File: config.mk
export PLATFORM = sky130hd
export DESIGN_NAME = pose_jump_detector
export DESIGN_NICKNAME = d
export VERILOG_FILES = /design/src/rtl/core/pjd_pkg.sv /design/src/rtl/core/pjd_isqrt.sv /design/src/rtl/core/pjd_udiv.sv /design/src/rtl/core/pjd_dp.sv /design/src/rtl/core/pjd_ctrl.sv /design/src/rtl/core/pose_jump_detector.sv
export VERILOG_INCLUDE_DIRS = /design/src /design/src/rtl/core
export SDC_FILE = /design/constraint.sdc
export NUM_CORES = 2
export LEC_CHECK = 0
export BUFFER_PORTS_ARGS = -buffer_cell sky130_fd_sc_hd__buf_4
export CAP_MARGIN = 20
export CORE_MARGIN = 10
export CORE_UTILIZATION = 68
export CTS_BUF_LIST = sky130_fd_sc_hd__clkbuf_8 sky130_fd_sc_hd__clkbuf_16
export CTS_CLUSTER_DIAMETER = 40
export DETAILED_ROUTE_END_ITERATION = 12
export PLACE_DENSITY_LB_ADDON = 0.12
export SLEW_MARGIN = 20
export SYNTH_ARGS = -nofsm -noshare
export SYNTH_HDL_FRONTEND = slang
export SYNTH_SLANG_ARGS = --single-unit
File: constraint.sdc
create_clock -name clk -period 23.6 [get_ports clk]
set_input_delay 4.72 -clock clk [delete_from_list [all_inputs] [get_ports clk]]
set_output_delay 4.72 -clock clk [all_outputs]
set_load 0.05 [all_outputs]
File: src/rtl/core/pose_jump_detector_assert.svh
// ---------------------------------------------------------------------------
// pose_jump_detector_assert.svh
// Assertion macros for the pose jump detector. They expect clk and arst_n
// in the scope where they are used.
// ---------------------------------------------------------------------------
`ifndef POSE_JUMP_DETECTOR_ASSERT_SVH
`define POSE_JUMP_DETECTOR_ASSERT_SVH

// consequent must hold in the same cycle as the antecedent
`define PJD_ASSERT_NOW(label, ante, cons, msg) \
	label: assert property (@(posedge clk) disable iff (!arst_n) (ante) |-> (cons)) \
		else $error(msg);

// consequent must hold in the cycle after the antecedent
`define PJD_ASSERT_NEXT(label, ante, cons, msg) \
	label: assert property (@(posedge clk) disable iff (!arst_n) (ante) |=> (cons)) \
		else $error(msg);

`endif

File: src/rtl/core/pjd_pkg.sv
// ---------------------------------------------------------------------------
// pjd_pkg
// Shared widths, codes and controller/datapath interface types of the pose
// jump detector.
// ---------------------------------------------------------------------------
`default_nettype none

package pjd_pkg;

	localparam int COORD_W    = 24;
	localparam int DIST_W     = 25;
	localparam int SQ_W       = 2 * DIST_W;
	localparam int PROD_W     = 2 * COORD_W;
	localparam int THR_W      = 24;
	localparam int CFG_IDX_W  = 1;
	localparam int CFG_DATA_W = 24;

	localparam int HISTORY_DEPTH_DEF = 6;
	localparam int WINDOW_SIZE_DEF   = 10;

	localparam logic [CFG_IDX_W-1:0] REG_CHECKING_ENABLE = 1'b0;
	localparam logic [CFG_IDX_W-1:0] REG_JUMP_THRESHOLD  = 1'b1;

	localparam logic KIND_LATCH = 1'b1;

	localparam logic [THR_W-1:0] THRESHOLD_RESET = 24'd256;

	typedef enum logic [3:0] {
		ST_IDLE,
		ST_DIFF,
		ST_MUL_X,
		ST_MUL_Y,
		ST_MUL_T,
		ST_SQ_START,
		ST_SQRT,
		ST_UPDATE,
		ST_READ,
		ST_DIV,
		ST_FINISH
	} pjd_state_t;

	typedef struct packed {
		logic load;
		logic diff;
		logic mul_x;
		logic mul_y;
		logic mul_t;
		logic sqrt_start;
		logic take_root;
		logic update;
		logic div_start;
		logic take_avg;
		logic out_load;
	} pjd_cmd_t;

	typedef struct packed {
		logic kind;
		logic sqrt_done;
		logic div_done;
		logic update_en;
	} pjd_stat_t;

endpackage

`default_nettype wire

File: src/rtl/core/pjd_isqrt.sv
// ---------------------------------------------------------------------------
// pjd_isqrt
// Iterative floor square root, one result bit per cycle.
// ---------------------------------------------------------------------------
`default_nettype none

module pjd_isqrt (
	input  wire logic                      clk,
	input  wire logic                      arst_n,
	input  wire logic                      start,
	input  wire logic [pjd_pkg::SQ_W-1:0]  radicand,
	output logic                           done,
	output logic [pjd_pkg::DIST_W-1:0]     root
);
	import pjd_pkg::*;

	localparam int CNT_W = $clog2(DIST_W + 1);

	logic             busy_q;
	logic             done_q;
	logic [CNT_W-1:0] cnt_q;
	logic [SQ_W-1:0]  rad_q;
	logic [DIST_W:0]  rem_q;
	logic [DIST_W-1:0] root_q;

	logic [DIST_W+2:0] rem_sh;
	logic [DIST_W+2:0] trial;
	logic [DIST_W+2:0] rem_sub;
	logic              ge;
	logic [DIST_W:0]   rem_nx;

	always_comb begin
		rem_sh  = {rem_q, rad_q[SQ_W-1:SQ_W-2]};
		trial   = {1'b0, root_q, 2'b01};
		rem_sub = rem_sh - trial;
		ge      = (rem_sh >= trial);
		rem_nx  = ge ? rem_sub[DIST_W:0] : rem_sh[DIST_W:0];
	end

	always_ff @(posedge clk or negedge arst_n) begin
		if (!arst_n) begin
			busy_q <= 1'b0;
			done_q <= 1'b0;
			cnt_q  <= '0;
		end else begin
			done_q <= 1'b0;
			if (start) begin
				busy_q <= 1'b1;
				cnt_q  <= CNT_W'(DIST_W);
			end else if (busy_q) begin
				cnt_q <= cnt_q - CNT_W'(1);
				if (cnt_q == CNT_W'(1)) begin
					busy_q <= 1'b0;
					done_q <= 1'b1;
				end
			end
		end
	end

	always_ff @(posedge clk) begin
		if (start) begin
			rad_q  <= radicand;
			rem_q  <= '0;
			root_q <= '0;
		end else if (busy_q) begin
			// consume two radicand bits per step
			rad_q  <= {rad_q[SQ_W-3:0], 2'b00};
			rem_q  <= rem_nx;
			root_q <= {root_q[DIST_W-2:0], ge};
		end
	end

	assign done = done_q;
	assign root = root_q;

endmodule

`default_nettype wire

File: src/rtl/core/pjd_udiv.sv
// ---------------------------------------------------------------------------
// pjd_udiv
// Restoring unsigned divider, one quotient bit per cycle.
// ---------------------------------------------------------------------------
`default_nettype none

module pjd_udiv #(
	parameter int NUM_W = 29,
	parameter int DEN_W = 4
) (
	input  wire logic             clk,
	input  wire logic             arst_n,
	input  wire logic             start,
	input  wire logic [NUM_W-1:0] dividend,
	input  wire logic [DEN_W-1:0] divisor,
	output logic                  done,
	output logic [NUM_W-1:0]      quotient
);

	localparam int CNT_W = $clog2(NUM_W + 1);

	logic             busy_q;
	logic             done_q;
	logic [CNT_W-1:0] cnt_q;
	logic [NUM_W-1:0] num_q;
	logic [DEN_W-1:0] den_q;
	logic [DEN_W-1:0] rem_q;

	logic [DEN_W:0]   rem_sh;
	logic [DEN_W:0]   rem_sub;
	logic             ge;
	logic [DEN_W-1:0] rem_nx;

	always_comb begin
		rem_sh  = {rem_q, num_q[NUM_W-1]};
		rem_sub = rem_sh - {1'b0, den_q};
		ge      = (rem_sh >= {1'b0, den_q});
		rem_nx  = ge ? rem_sub[DEN_W-1:0] : rem_sh[DEN_W-1:0];
	end

	always_ff @(posedge clk or negedge arst_n) begin
		if (!arst_n) begin
			busy_q <= 1'b0;
			done_q <= 1'b0;
			cnt_q  <= '0;
		end else begin
			done_q <= 1'b0;
			if (start) begin
				busy_q <= 1'b1;
				cnt_q  <= CNT_W'(NUM_W);
			end else if (busy_q) begin
				cnt_q <= cnt_q - CNT_W'(1);
				if (cnt_q == CNT_W'(1)) begin
					busy_q <= 1'b0;
					done_q <= 1'b1;
				end
			end
		end
	end

	always_ff @(posedge clk) begin
		if (start) begin
			num_q <= dividend;
			den_q <= divisor;
			rem_q <= '0;
		end else if (busy_q) begin
			// quotient bits shift in where dividend bits shift out
			num_q <= {num_q[NUM_W-2:0], ge};
			rem_q <= rem_nx;
		end
	end

	assign done     = done_q;
	assign quotient = num_q;

endmodule

`default_nettype wire

File: src/rtl/core/pjd_dp.sv
// ---------------------------------------------------------------------------
// pjd_dp
// Datapath: configuration, pose step, shared multiplier, square root,
// moving-average window, SLAM pose history and result registers.
// ---------------------------------------------------------------------------
`default_nettype none

module pjd_dp #(
	parameter int HISTORY_DEPTH = pjd_pkg::HISTORY_DEPTH_DEF,
	parameter int WINDOW_SIZE   = pjd_pkg::WINDOW_SIZE_DEF
) (
	input  wire logic                                clk,
	input  wire logic                                arst_n,
	input  wire pjd_pkg::pjd_cmd_t                   cmd,
	output pjd_pkg::pjd_stat_t                       stat,
	input  wire logic                                cfg_we,
	input  wire logic [pjd_pkg::CFG_IDX_W-1:0]       cfg_index,
	input  wire logic [pjd_pkg::CFG_DATA_W-1:0]      cfg_data,
	input  wire logic                                kind,
	input  wire logic signed [pjd_pkg::COORD_W-1:0]  odom_x,
	input  wire logic signed [pjd_pkg::COORD_W-1:0]  odom_y,
	input  wire logic signed [pjd_pkg::COORD_W-1:0]  slam_x,
	input  wire logic signed [pjd_pkg::COORD_W-1:0]  slam_y,
	input  wire logic                                latch_value,
	output logic                                     jump_latched,
	output logic [pjd_pkg::DIST_W-1:0]               distance,
	output logic [pjd_pkg::DIST_W-1:0]               average_distance,
	output logic signed [pjd_pkg::COORD_W-1:0]       oldest_x,
	output logic signed [pjd_pkg::COORD_W-1:0]       oldest_y,
	output logic                                     oldest_valid
);
	import pjd_pkg::*;

	localparam int WIN_AW  = (WINDOW_SIZE > 1) ? $clog2(WINDOW_SIZE) : 1;
	localparam int HIST_AW = (HISTORY_DEPTH > 1) ? $clog2(HISTORY_DEPTH) : 1;
	localparam int WCNT_W  = $clog2(WINDOW_SIZE + 1);
	localparam int HCNT_W  = $clog2(HISTORY_DEPTH + 1);
	localparam int SUM_W   = DIST_W + $clog2(WINDOW_SIZE);
	localparam int HIST_W  = 2 * COORD_W;

	function automatic logic [COORD_W-1:0] abs_diff(
		input logic signed [COORD_W-1:0] a,
		input logic signed [COORD_W-1:0] b
	);
		logic signed [COORD_W:0] d;
		logic [COORD_W:0]        nd;
		d  = {a[COORD_W-1], a} - {b[COORD_W-1], b};
		nd = -d;
		return d[COORD_W] ? nd[COORD_W-1:0] : d[COORD_W-1:0];
	endfunction

	// configuration and control state
	logic               checking_q;
	logic [THR_W-1:0]   thr_q;
	logic signed [COORD_W-1:0] prev_x_q;
	logic signed [COORD_W-1:0] prev_y_q;
	logic               flag_q;
	logic [WCNT_W-1:0]  win_fill_q;
	logic [WIN_AW-1:0]  win_head_q;
	logic [SUM_W-1:0]   sum_q;
	logic [DIST_W-1:0]  avg_q;
	logic [HCNT_W-1:0]  hist_fill_q;
	logic [HIST_AW-1:0] hist_head_q;
	logic [HIST_AW-1:0] oldest_q;

	// payload
	logic signed [COORD_W-1:0] ox_q;
	logic signed [COORD_W-1:0] oy_q;
	logic signed [COORD_W-1:0] sx_q;
	logic signed [COORD_W-1:0] sy_q;
	logic [COORD_W-1:0] dx_q;
	logic [COORD_W-1:0] dy_q;
	logic [PROD_W-1:0]  prod_q;
	logic [SQ_W-1:0]    sq_q;
	logic               hit_q;
	logic [DIST_W-1:0]  dist_q;
	logic [DIST_W-1:0]  win_old_q;
	logic [HIST_W-1:0]  hist_rd_q;

	logic [DIST_W-1:0]  win_mem [WINDOW_SIZE];
	logic [HIST_W-1:0]  hist_mem [HISTORY_DEPTH];

	logic               jump_q;
	logic [DIST_W-1:0]  dist_out_q;
	logic [DIST_W-1:0]  avg_out_q;
	logic [COORD_W-1:0] oldest_x_q;
	logic [COORD_W-1:0] oldest_y_q;
	logic               oldest_valid_q;

	logic [COORD_W-1:0] mul_a;
	logic [PROD_W-1:0]  prod;
	logic               win_full;
	logic               hist_full;
	logic [SUM_W-1:0]   sum_nx;
	logic               sqrt_done;
	logic [DIST_W-1:0]  root;
	logic               div_done;
	logic [SUM_W-1:0]   quot;

	// one multiplier shared by dx squared, dy squared and threshold squared
	always_comb begin
		if (cmd.mul_x) begin
			mul_a = dx_q;
		end else if (cmd.mul_y) begin
			mul_a = dy_q;
		end else begin
			mul_a = thr_q;
		end
		prod = mul_a * mul_a;
	end

	assign win_full  = (win_fill_q == WCNT_W'(WINDOW_SIZE));
	assign hist_full = (hist_fill_q == HCNT_W'(HISTORY_DEPTH));
	assign sum_nx    = sum_q + SUM_W'(dist_q) - (win_full ? SUM_W'(win_old_q) : '0);

	pjd_isqrt u_isqrt (
		.clk      (clk),
		.arst_n   (arst_n),
		.start    (cmd.sqrt_start),
		.radicand (sq_q),
		.done     (sqrt_done),
		.root     (root)
	);

	pjd_udiv #(
		.NUM_W (SUM_W),
		.DEN_W (WCNT_W)
	) u_udiv (
		.clk      (clk),
		.arst_n   (arst_n),
		.start    (cmd.div_start),
		.dividend (sum_q),
		.divisor  (win_fill_q),
		.done     (div_done),
		.quotient (quot)
	);

	always_ff @(posedge clk or negedge arst_n) begin
		if (!arst_n) begin
			checking_q  <= 1'b0;
			thr_q       <= THRESHOLD_RESET;
			prev_x_q    <= '0;
			prev_y_q    <= '0;
			flag_q      <= 1'b0;
			win_fill_q  <= '0;
			win_head_q  <= '0;
			sum_q       <= '0;
			avg_q       <= '0;
			hist_fill_q <= '0;
			hist_head_q <= '0;
			oldest_q    <= '0;
		end else begin
			if (cfg_we) begin
				case (cfg_index)
					REG_CHECKING_ENABLE: checking_q <= cfg_data[0];
					REG_JUMP_THRESHOLD:  thr_q      <= cfg_data[THR_W-1:0];
					default: ;
				endcase
			end
			if (cmd.load && kind == KIND_LATCH) begin
				flag_q <= latch_value;
			end
			if (cmd.diff) begin
				prev_x_q <= ox_q;
				prev_y_q <= oy_q;
			end
			if (cmd.update) begin
				flag_q     <= flag_q | hit_q;
				sum_q      <= sum_nx;
				win_head_q <= (win_head_q == WIN_AW'(WINDOW_SIZE - 1)) ? '0 :
					win_head_q + WIN_AW'(1);
				if (!win_full) begin
					win_fill_q <= win_fill_q + WCNT_W'(1);
				end
				hist_head_q <= (hist_head_q == HIST_AW'(HISTORY_DEPTH - 1)) ? '0 :
					hist_head_q + HIST_AW'(1);
				// full history: the oldest entry is the one just overwritten
				if (hist_full) begin
					oldest_q <= (oldest_q == HIST_AW'(HISTORY_DEPTH - 1)) ? '0 :
						oldest_q + HIST_AW'(1);
				end else begin
					hist_fill_q <= hist_fill_q + HCNT_W'(1);
				end
			end
			if (cmd.take_avg) begin
				avg_q <= quot[DIST_W-1:0];
			end
		end
	end

	always_ff @(posedge clk) begin
		if (cmd.load) begin
			ox_q <= odom_x;
			oy_q <= odom_y;
			sx_q <= slam_x;
			sy_q <= slam_y;
			if (kind == KIND_LATCH) begin
				dist_q <= '0;
			end
		end
		if (cmd.diff) begin
			dx_q      <= abs_diff(ox_q, prev_x_q);
			dy_q      <= abs_diff(oy_q, prev_y_q);
			win_old_q <= win_mem[win_head_q];
		end
		if (cmd.mul_x) begin
			prod_q <= prod;
		end
		if (cmd.mul_y) begin
			sq_q   <= SQ_W'(prod_q);
			prod_q <= prod;
		end
		if (cmd.mul_t) begin
			sq_q   <= sq_q + SQ_W'(prod_q);
			prod_q <= prod;
		end
		if (cmd.sqrt_start) begin
			hit_q <= (sq_q > SQ_W'(prod_q));
		end
		if (cmd.take_root) begin
			dist_q <= root;
		end
		if (cmd.update) begin
			win_mem[win_head_q]   <= dist_q;
			hist_mem[hist_head_q] <= {sx_q, sy_q};
		end
		if (cmd.div_start) begin
			hist_rd_q <= hist_mem[oldest_q];
		end
		if (cmd.out_load) begin
			jump_q         <= flag_q;
			dist_out_q     <= dist_q;
			avg_out_q      <= avg_q;
			oldest_valid_q <= (hist_fill_q != '0);
			if (hist_fill_q != '0) begin
				oldest_x_q <= hist_rd_q[HIST_W-1:COORD_W];
				oldest_y_q <= hist_rd_q[COORD_W-1:0];
			end else begin
				oldest_x_q <= '0;
				oldest_y_q <= '0;
			end
		end
	end

	always_comb begin
		stat.kind      = kind;
		stat.sqrt_done = sqrt_done;
		stat.div_done  = div_done;
		stat.update_en = checking_q && !flag_q;
	end

	assign jump_latched     = jump_q;
	assign distance         = dist_out_q;
	assign average_distance = avg_out_q;
	assign oldest_x         = $signed(oldest_x_q);
	assign oldest_y         = $signed(oldest_y_q);
	assign oldest_valid     = oldest_valid_q;

endmodule

`default_nettype wire

File: src/rtl/core/pjd_ctrl.sv
// ---------------------------------------------------------------------------
// pjd_ctrl
// Sequencer of the pose jump detector: steps one request through the
// datapath and holds the result until it is taken.
// ---------------------------------------------------------------------------
`default_nettype none

module pjd_ctrl (
	input  wire logic                clk,
	input  wire logic                arst_n,
	input  wire logic                in_valid,
	output logic                     in_ready,
	output logic                     out_valid,
	input  wire logic                out_ready,
	output pjd_pkg::pjd_cmd_t        cmd,
	input  wire pjd_pkg::pjd_stat_t  stat
);
	import pjd_pkg::*;

	pjd_state_t state_q;
	pjd_state_t state_nx;
	logic       out_valid_q;

	always_ff @(posedge clk or negedge arst_n) begin
		if (!arst_n) begin
			state_q     <= ST_IDLE;
			out_valid_q <= 1'b0;
		end else begin
			state_q <= state_nx;
			if (cmd.out_load) begin
				out_valid_q <= 1'b1;
			end else if (out_ready) begin
				out_valid_q <= 1'b0;
			end
		end
	end

	always_comb begin
		state_nx = state_q;
		cmd      = '0;
		in_ready = 1'b0;
		case (state_q)
			ST_IDLE: begin
				in_ready = 1'b1;
				if (in_valid) begin
					cmd.load = 1'b1;
					state_nx = (stat.kind == KIND_LATCH) ? ST_FINISH : ST_DIFF;
				end
			end
			ST_DIFF: begin
				cmd.diff = 1'b1;
				state_nx = ST_MUL_X;
			end
			ST_MUL_X: begin
				cmd.mul_x = 1'b1;
				state_nx  = ST_MUL_Y;
			end
			ST_MUL_Y: begin
				cmd.mul_y = 1'b1;
				state_nx  = ST_MUL_T;
			end
			ST_MUL_T: begin
				cmd.mul_t = 1'b1;
				state_nx  = ST_SQ_START;
			end
			ST_SQ_START: begin
				cmd.sqrt_start = 1'b1;
				state_nx       = ST_SQRT;
			end
			ST_SQRT: begin
				if (stat.sqrt_done) begin
					cmd.take_root = 1'b1;
					state_nx      = stat.update_en ? ST_UPDATE : ST_FINISH;
				end
			end
			ST_UPDATE: begin
				cmd.update = 1'b1;
				state_nx   = ST_READ;
			end
			ST_READ: begin
				cmd.div_start = 1'b1;
				state_nx      = ST_DIV;
			end
			ST_DIV: begin
				if (stat.div_done) begin
					cmd.take_avg = 1'b1;
					state_nx     = ST_FINISH;
				end
			end
			ST_FINISH: begin
				// hold until the result register is free
				if (!out_valid_q || out_ready) begin
					cmd.out_load = 1'b1;
					state_nx     = ST_IDLE;
				end
			end
			default: begin
				state_nx = ST_IDLE;
			end
		endcase
	end

	assign out_valid = out_valid_q;

endmodule

`default_nettype wire

File: src/rtl/core/pose_jump_detector.sv
// ---------------------------------------------------------------------------
// pose_jump_detector
// Odometry pose jump detector with distance moving average and SLAM pose
// history.
// ---------------------------------------------------------------------------
// One request is processed at a time. With the output register free, a latch
// request goes from acceptance straight to the finish state, which loads its
// result into the output register. A pose request runs a difference step,
// three passes through one shared 24x24 multiplier and a bit-serial square
// root; with a window update, the update and a bit-serial divide of the
// window sum by its fill count follow. A finished result sits in an output
// register, so the next request is accepted while it waits to be taken.
// Configuration writes are taken at any cycle and must only be issued while
// idle.
// ---------------------------------------------------------------------------
`default_nettype none

module pose_jump_detector #(
	parameter int HISTORY_DEPTH = pjd_pkg::HISTORY_DEPTH_DEF,
	parameter int WINDOW_SIZE   = pjd_pkg::WINDOW_SIZE_DEF
) (
	input  wire logic                                clk,
	input  wire logic                                arst_n,
	input  wire logic                                cfg_valid,
	output logic                                     cfg_ready,
	input  wire logic [pjd_pkg::CFG_IDX_W-1:0]       cfg_index,
	input  wire logic [pjd_pkg::CFG_DATA_W-1:0]      cfg_data,
	input  wire logic                                in_valid,
	output logic                                     in_ready,
	input  wire logic                                kind,
	input  wire logic signed [pjd_pkg::COORD_W-1:0]  odom_x,
	input  wire logic signed [pjd_pkg::COORD_W-1:0]  odom_y,
	input  wire logic signed [pjd_pkg::COORD_W-1:0]  slam_x,
	input  wire logic signed [pjd_pkg::COORD_W-1:0]  slam_y,
	input  wire logic                                latch_value,
	output logic                                     out_valid,
	input  wire logic                                out_ready,
	output logic                                     jump_latched,
	output logic [pjd_pkg::DIST_W-1:0]               distance,
	output logic [pjd_pkg::DIST_W-1:0]               average_distance,
	output logic signed [pjd_pkg::COORD_W-1:0]       oldest_x,
	output logic signed [pjd_pkg::COORD_W-1:0]       oldest_y,
	output logic                                     oldest_valid
);
	import pjd_pkg::*;

`include "pose_jump_detector_assert.svh"

	pjd_cmd_t  cmd;
	pjd_stat_t stat;

	assign cfg_ready = 1'b1;

	pjd_ctrl u_ctrl (
		.clk       (clk),
		.arst_n    (arst_n),
		.in_valid  (in_valid),
		.in_ready  (in_ready),
		.out_valid (out_valid),
		.out_ready (out_ready),
		.cmd       (cmd),
		.stat      (stat)
	);

	pjd_dp #(
		.HISTORY_DEPTH (HISTORY_DEPTH),
		.WINDOW_SIZE   (WINDOW_SIZE)
	) u_dp (
		.clk              (clk),
		.arst_n           (arst_n),
		.cmd              (cmd),
		.stat             (stat),
		.cfg_we           (cfg_valid && cfg_ready),
		.cfg_index        (cfg_index),
		.cfg_data         (cfg_data),
		.kind             (kind),
		.odom_x           (odom_x),
		.odom_y           (odom_y),
		.slam_x           (slam_x),
		.slam_y           (slam_y),
		.latch_value      (latch_value),
		.jump_latched     (jump_latched),
		.distance         (distance),
		.average_distance (average_distance),
		.oldest_x         (oldest_x),
		.oldest_y         (oldest_y),
		.oldest_valid     (oldest_valid)
	);

	`PJD_ASSERT_NEXT(a_one_in_flight, in_valid && in_ready, !in_ready, "request accepted while busy")
	`PJD_ASSERT_NOW(a_update_gated, cmd.update, stat.update_en, "window update while disabled")
	`PJD_ASSERT_NOW(a_no_overwrite, cmd.out_load, !out_valid || out_ready, "result overwritten")

endmodule

`default_nettype wire
==> metrics.txt <==
outcome completed; All-Layer GR Usage 28.4%; Worst path slowest cell a221oi_1; DRC viols 0; Fin. Hold Viols 0; Die ar. about 120,000 µm²; Slew Limit Fails 0; Final #Nets 7,421; IO buf count around 230; CTS tree done; worst path required time 24.07 ns; Min Hold Slack 0.439 ns; CTS max path bufs 3; drt total wl 172 mm; CP max stage delay 0.63 ns; Async SR Flop Fraction 12.8%; clk_lat worst skew 0.78 ns; Max-Cap Viols 0; most common cell in the synthesized netlist edfxtp_1; FF/Latch Area 37,100 µm²; Synth Area per Inst about 12 µm²; Initial Util 68.3%; ranking of synthesized cells by area edfxtp_1, fa_1, ha_1; post-DP HPWL around 120 mm; Reg2Reg Setup Slack around 13 ns; WP data arrival 10.60 ns; Die W 351 µm; Die H 351 µm; Synth area leader edfxtp_1; row cnt about 120; vias in the first global route between 40k and 50k; DR pass1 iterations 6; Fillers 6,887; proportion of layout cells with a drive suffix above 1 11.8%; Sink Count 1,280; CP startpoint kind register; setup TNS 0 ns; 1st-iter DRT viols 4,262; Overflow after GRT 0; Yosys reg bits 1,280; Tmin final 10.14 ns; Syn Inst Count 6,241; CTS resizes 0; CTS root buffer clkbuf_16; pin count of the biggest net entering global routing 100; Synthesized Nets ~7.2k; Post-CTS Setup Inserts 0; post-synthesis sequential area ratio 49.9%; Final Skew 0.0616 ns; period utilization 43.0%; via count 47.9k; Reg clk slew, reported paths about 0.060 ns; H-Tree Depth 4; Fmax 0.0986 GHz; worst slew pin tran between 1 and 1.5 ns; Slew HR a little under a quarter; crit path kind reg -> reg; TritonCTS buffer count 153; final core utilization 76.2%; IO Count 231; critical path endpoint category register; Warnings, synthesis 0; RSZ-0062 raised after global routing false; number of antenna violations at the first check in global routing 2; Mapped Area 74,300 µm²; Setup Viol. Count Final 0; most used cell, CP fa_1; gp weighted congestion 0.956; area share of the leading cell type in the synthesized netlist 42.9%; Via density 5.98; first-pass GRT wire length 273 mm; core area 109,000 µm²; EDFF count, synth 1,061; area of the multi-input gates 33,100 µm²; ys flop type edfxtp_1; hold buffers post-CTS 0; critical path's top delay family adder cells; post-route ant nets 0; Area Overhead vs Synth 11.6%; Buf/Inv on CP 5; Hold Crit Class reg -> reg; drt wl/cell 21.5 µm; post-synth cell types 101; Worst Path Max Fanout 25; Synth top cells by count edfxtp_1, inv_1, nand2_1, fa_1
-- worst register-to-register path: cells and delay by family, from the launching register on --
kind	cells	cell delay (ns)
buf+inv	5	1.08
fa+ha+maj	8	4.11
simple gates	4	1.21
compound gates	10	2.70
flops	1	0.50
mux	1	0.27
-- worst paths after layout --
path,start,to,depth (start not counted)
max,u_ctrl.state_q[3]$_DFFE_PN0P_,u_dp.prod_q[47]$_DFFE_PP_,28
min,u_dp.avg_q[20]$_DFFE_PN0P_,u_dp.average_distance[20]$_DFFE_PP_,0
max reg2reg,u_ctrl.state_q[3]$_DFFE_PN0P_,u_dp.prod_q[47]$_DFFE_PP_,28
min reg2reg,u_dp.avg_q[20]$_DFFE_PN0P_,u_dp.average_distance[20]$_DFFE_PP_,0
max in group asynchronous,arst_n,u_dp.prev_y_q[11]$_DFFE_PN0P_,3
min in group asynchronous,arst_n,u_dp.avg_q[12]$_DFFE_PN0P_,1
-- sequential cells by signal, summed over array words and instances, names as in the netlist, 26 cells and up --
register              cells
u_dp.prod_q              47
u_dp.win_mem            250
u_dp.u_isqrt.rem_q       26
u_dp.sq_q                50
u_dp.hist_rd_q           48
u_dp.hist_mem           288
u_dp.sum_q               29
u_dp.u_udiv.quotient     29
u_dp.u_isqrt.rad_q       50
-- stage by stage --
step	cell area, µm²	worst slack, ns	cells
global route	82900	12.96	8006
floorplan	74300	11.39	6241
CTS	82800	13.62	8004
detailed placement	77500	13.66	7717
finish	82900	13.46	8007
global placement	77500	13.88	7716
-- per-layer routing --
layer | GRT usage [%] | routed length [µm] | vias to the layer above
met1 | 39.8 | 72400 | 23700
met3 | 5.46 | 14200 | 329
met5 | 0 | 8 | -
met2 | 45.3 | 81000 | 1999
li1 | - | - | 21900
met4 | 8.48 | 4610 | 2
-- logic make-up after synthesis --
group	share of synthesized area (%)
and+or+nand+nor	9.13
adders and majority gates	18.6
buffers and inverters	5.72
DFF	49.9
AOI/OAI and AO/OA	8.37
muxes	5.65
xor gates and xnor gates	2.65
other	0.00505
-- cell type report --
cell class / instances / area share [%]
clock inverters: 126 / 1.60
multi-input cells: 3836 / 40.0
diodes: 1 / 0.00302
flip-flops and latches: 1280 / 44.7
well taps: 1414 / 2.13
repair buffers: 291 / 2.67
clock buffers: 161 / 4.79
inverters: 898 / 4.07
-- cells in the final DEF (no fill, tap or decap), drive strengths merged, types with 25 or more instances in the layout --
master,count
xor2,63
nor3,60
nor2,384
edfxtp,1061
a31oi,53
dfrtp,163
mux2,57
inv,936
ha,383
xnor2,162
clkbuf,162
nor2b,67
o21bai,38
dfxtp,55
mux2i,135
nand4,37
a21o,90
nand2b,32
and2,115
fa,450
o21a,40
nand2,624
nor4,25
nand3,40
clkinv,65
mux4,98
a21oi,266
buf,290
a211oi,52
o21ai,325
Power is left out: the tool's default activity adds up to more than one toggle a clock period on the data nets, which glitch-free logic cannot reach.
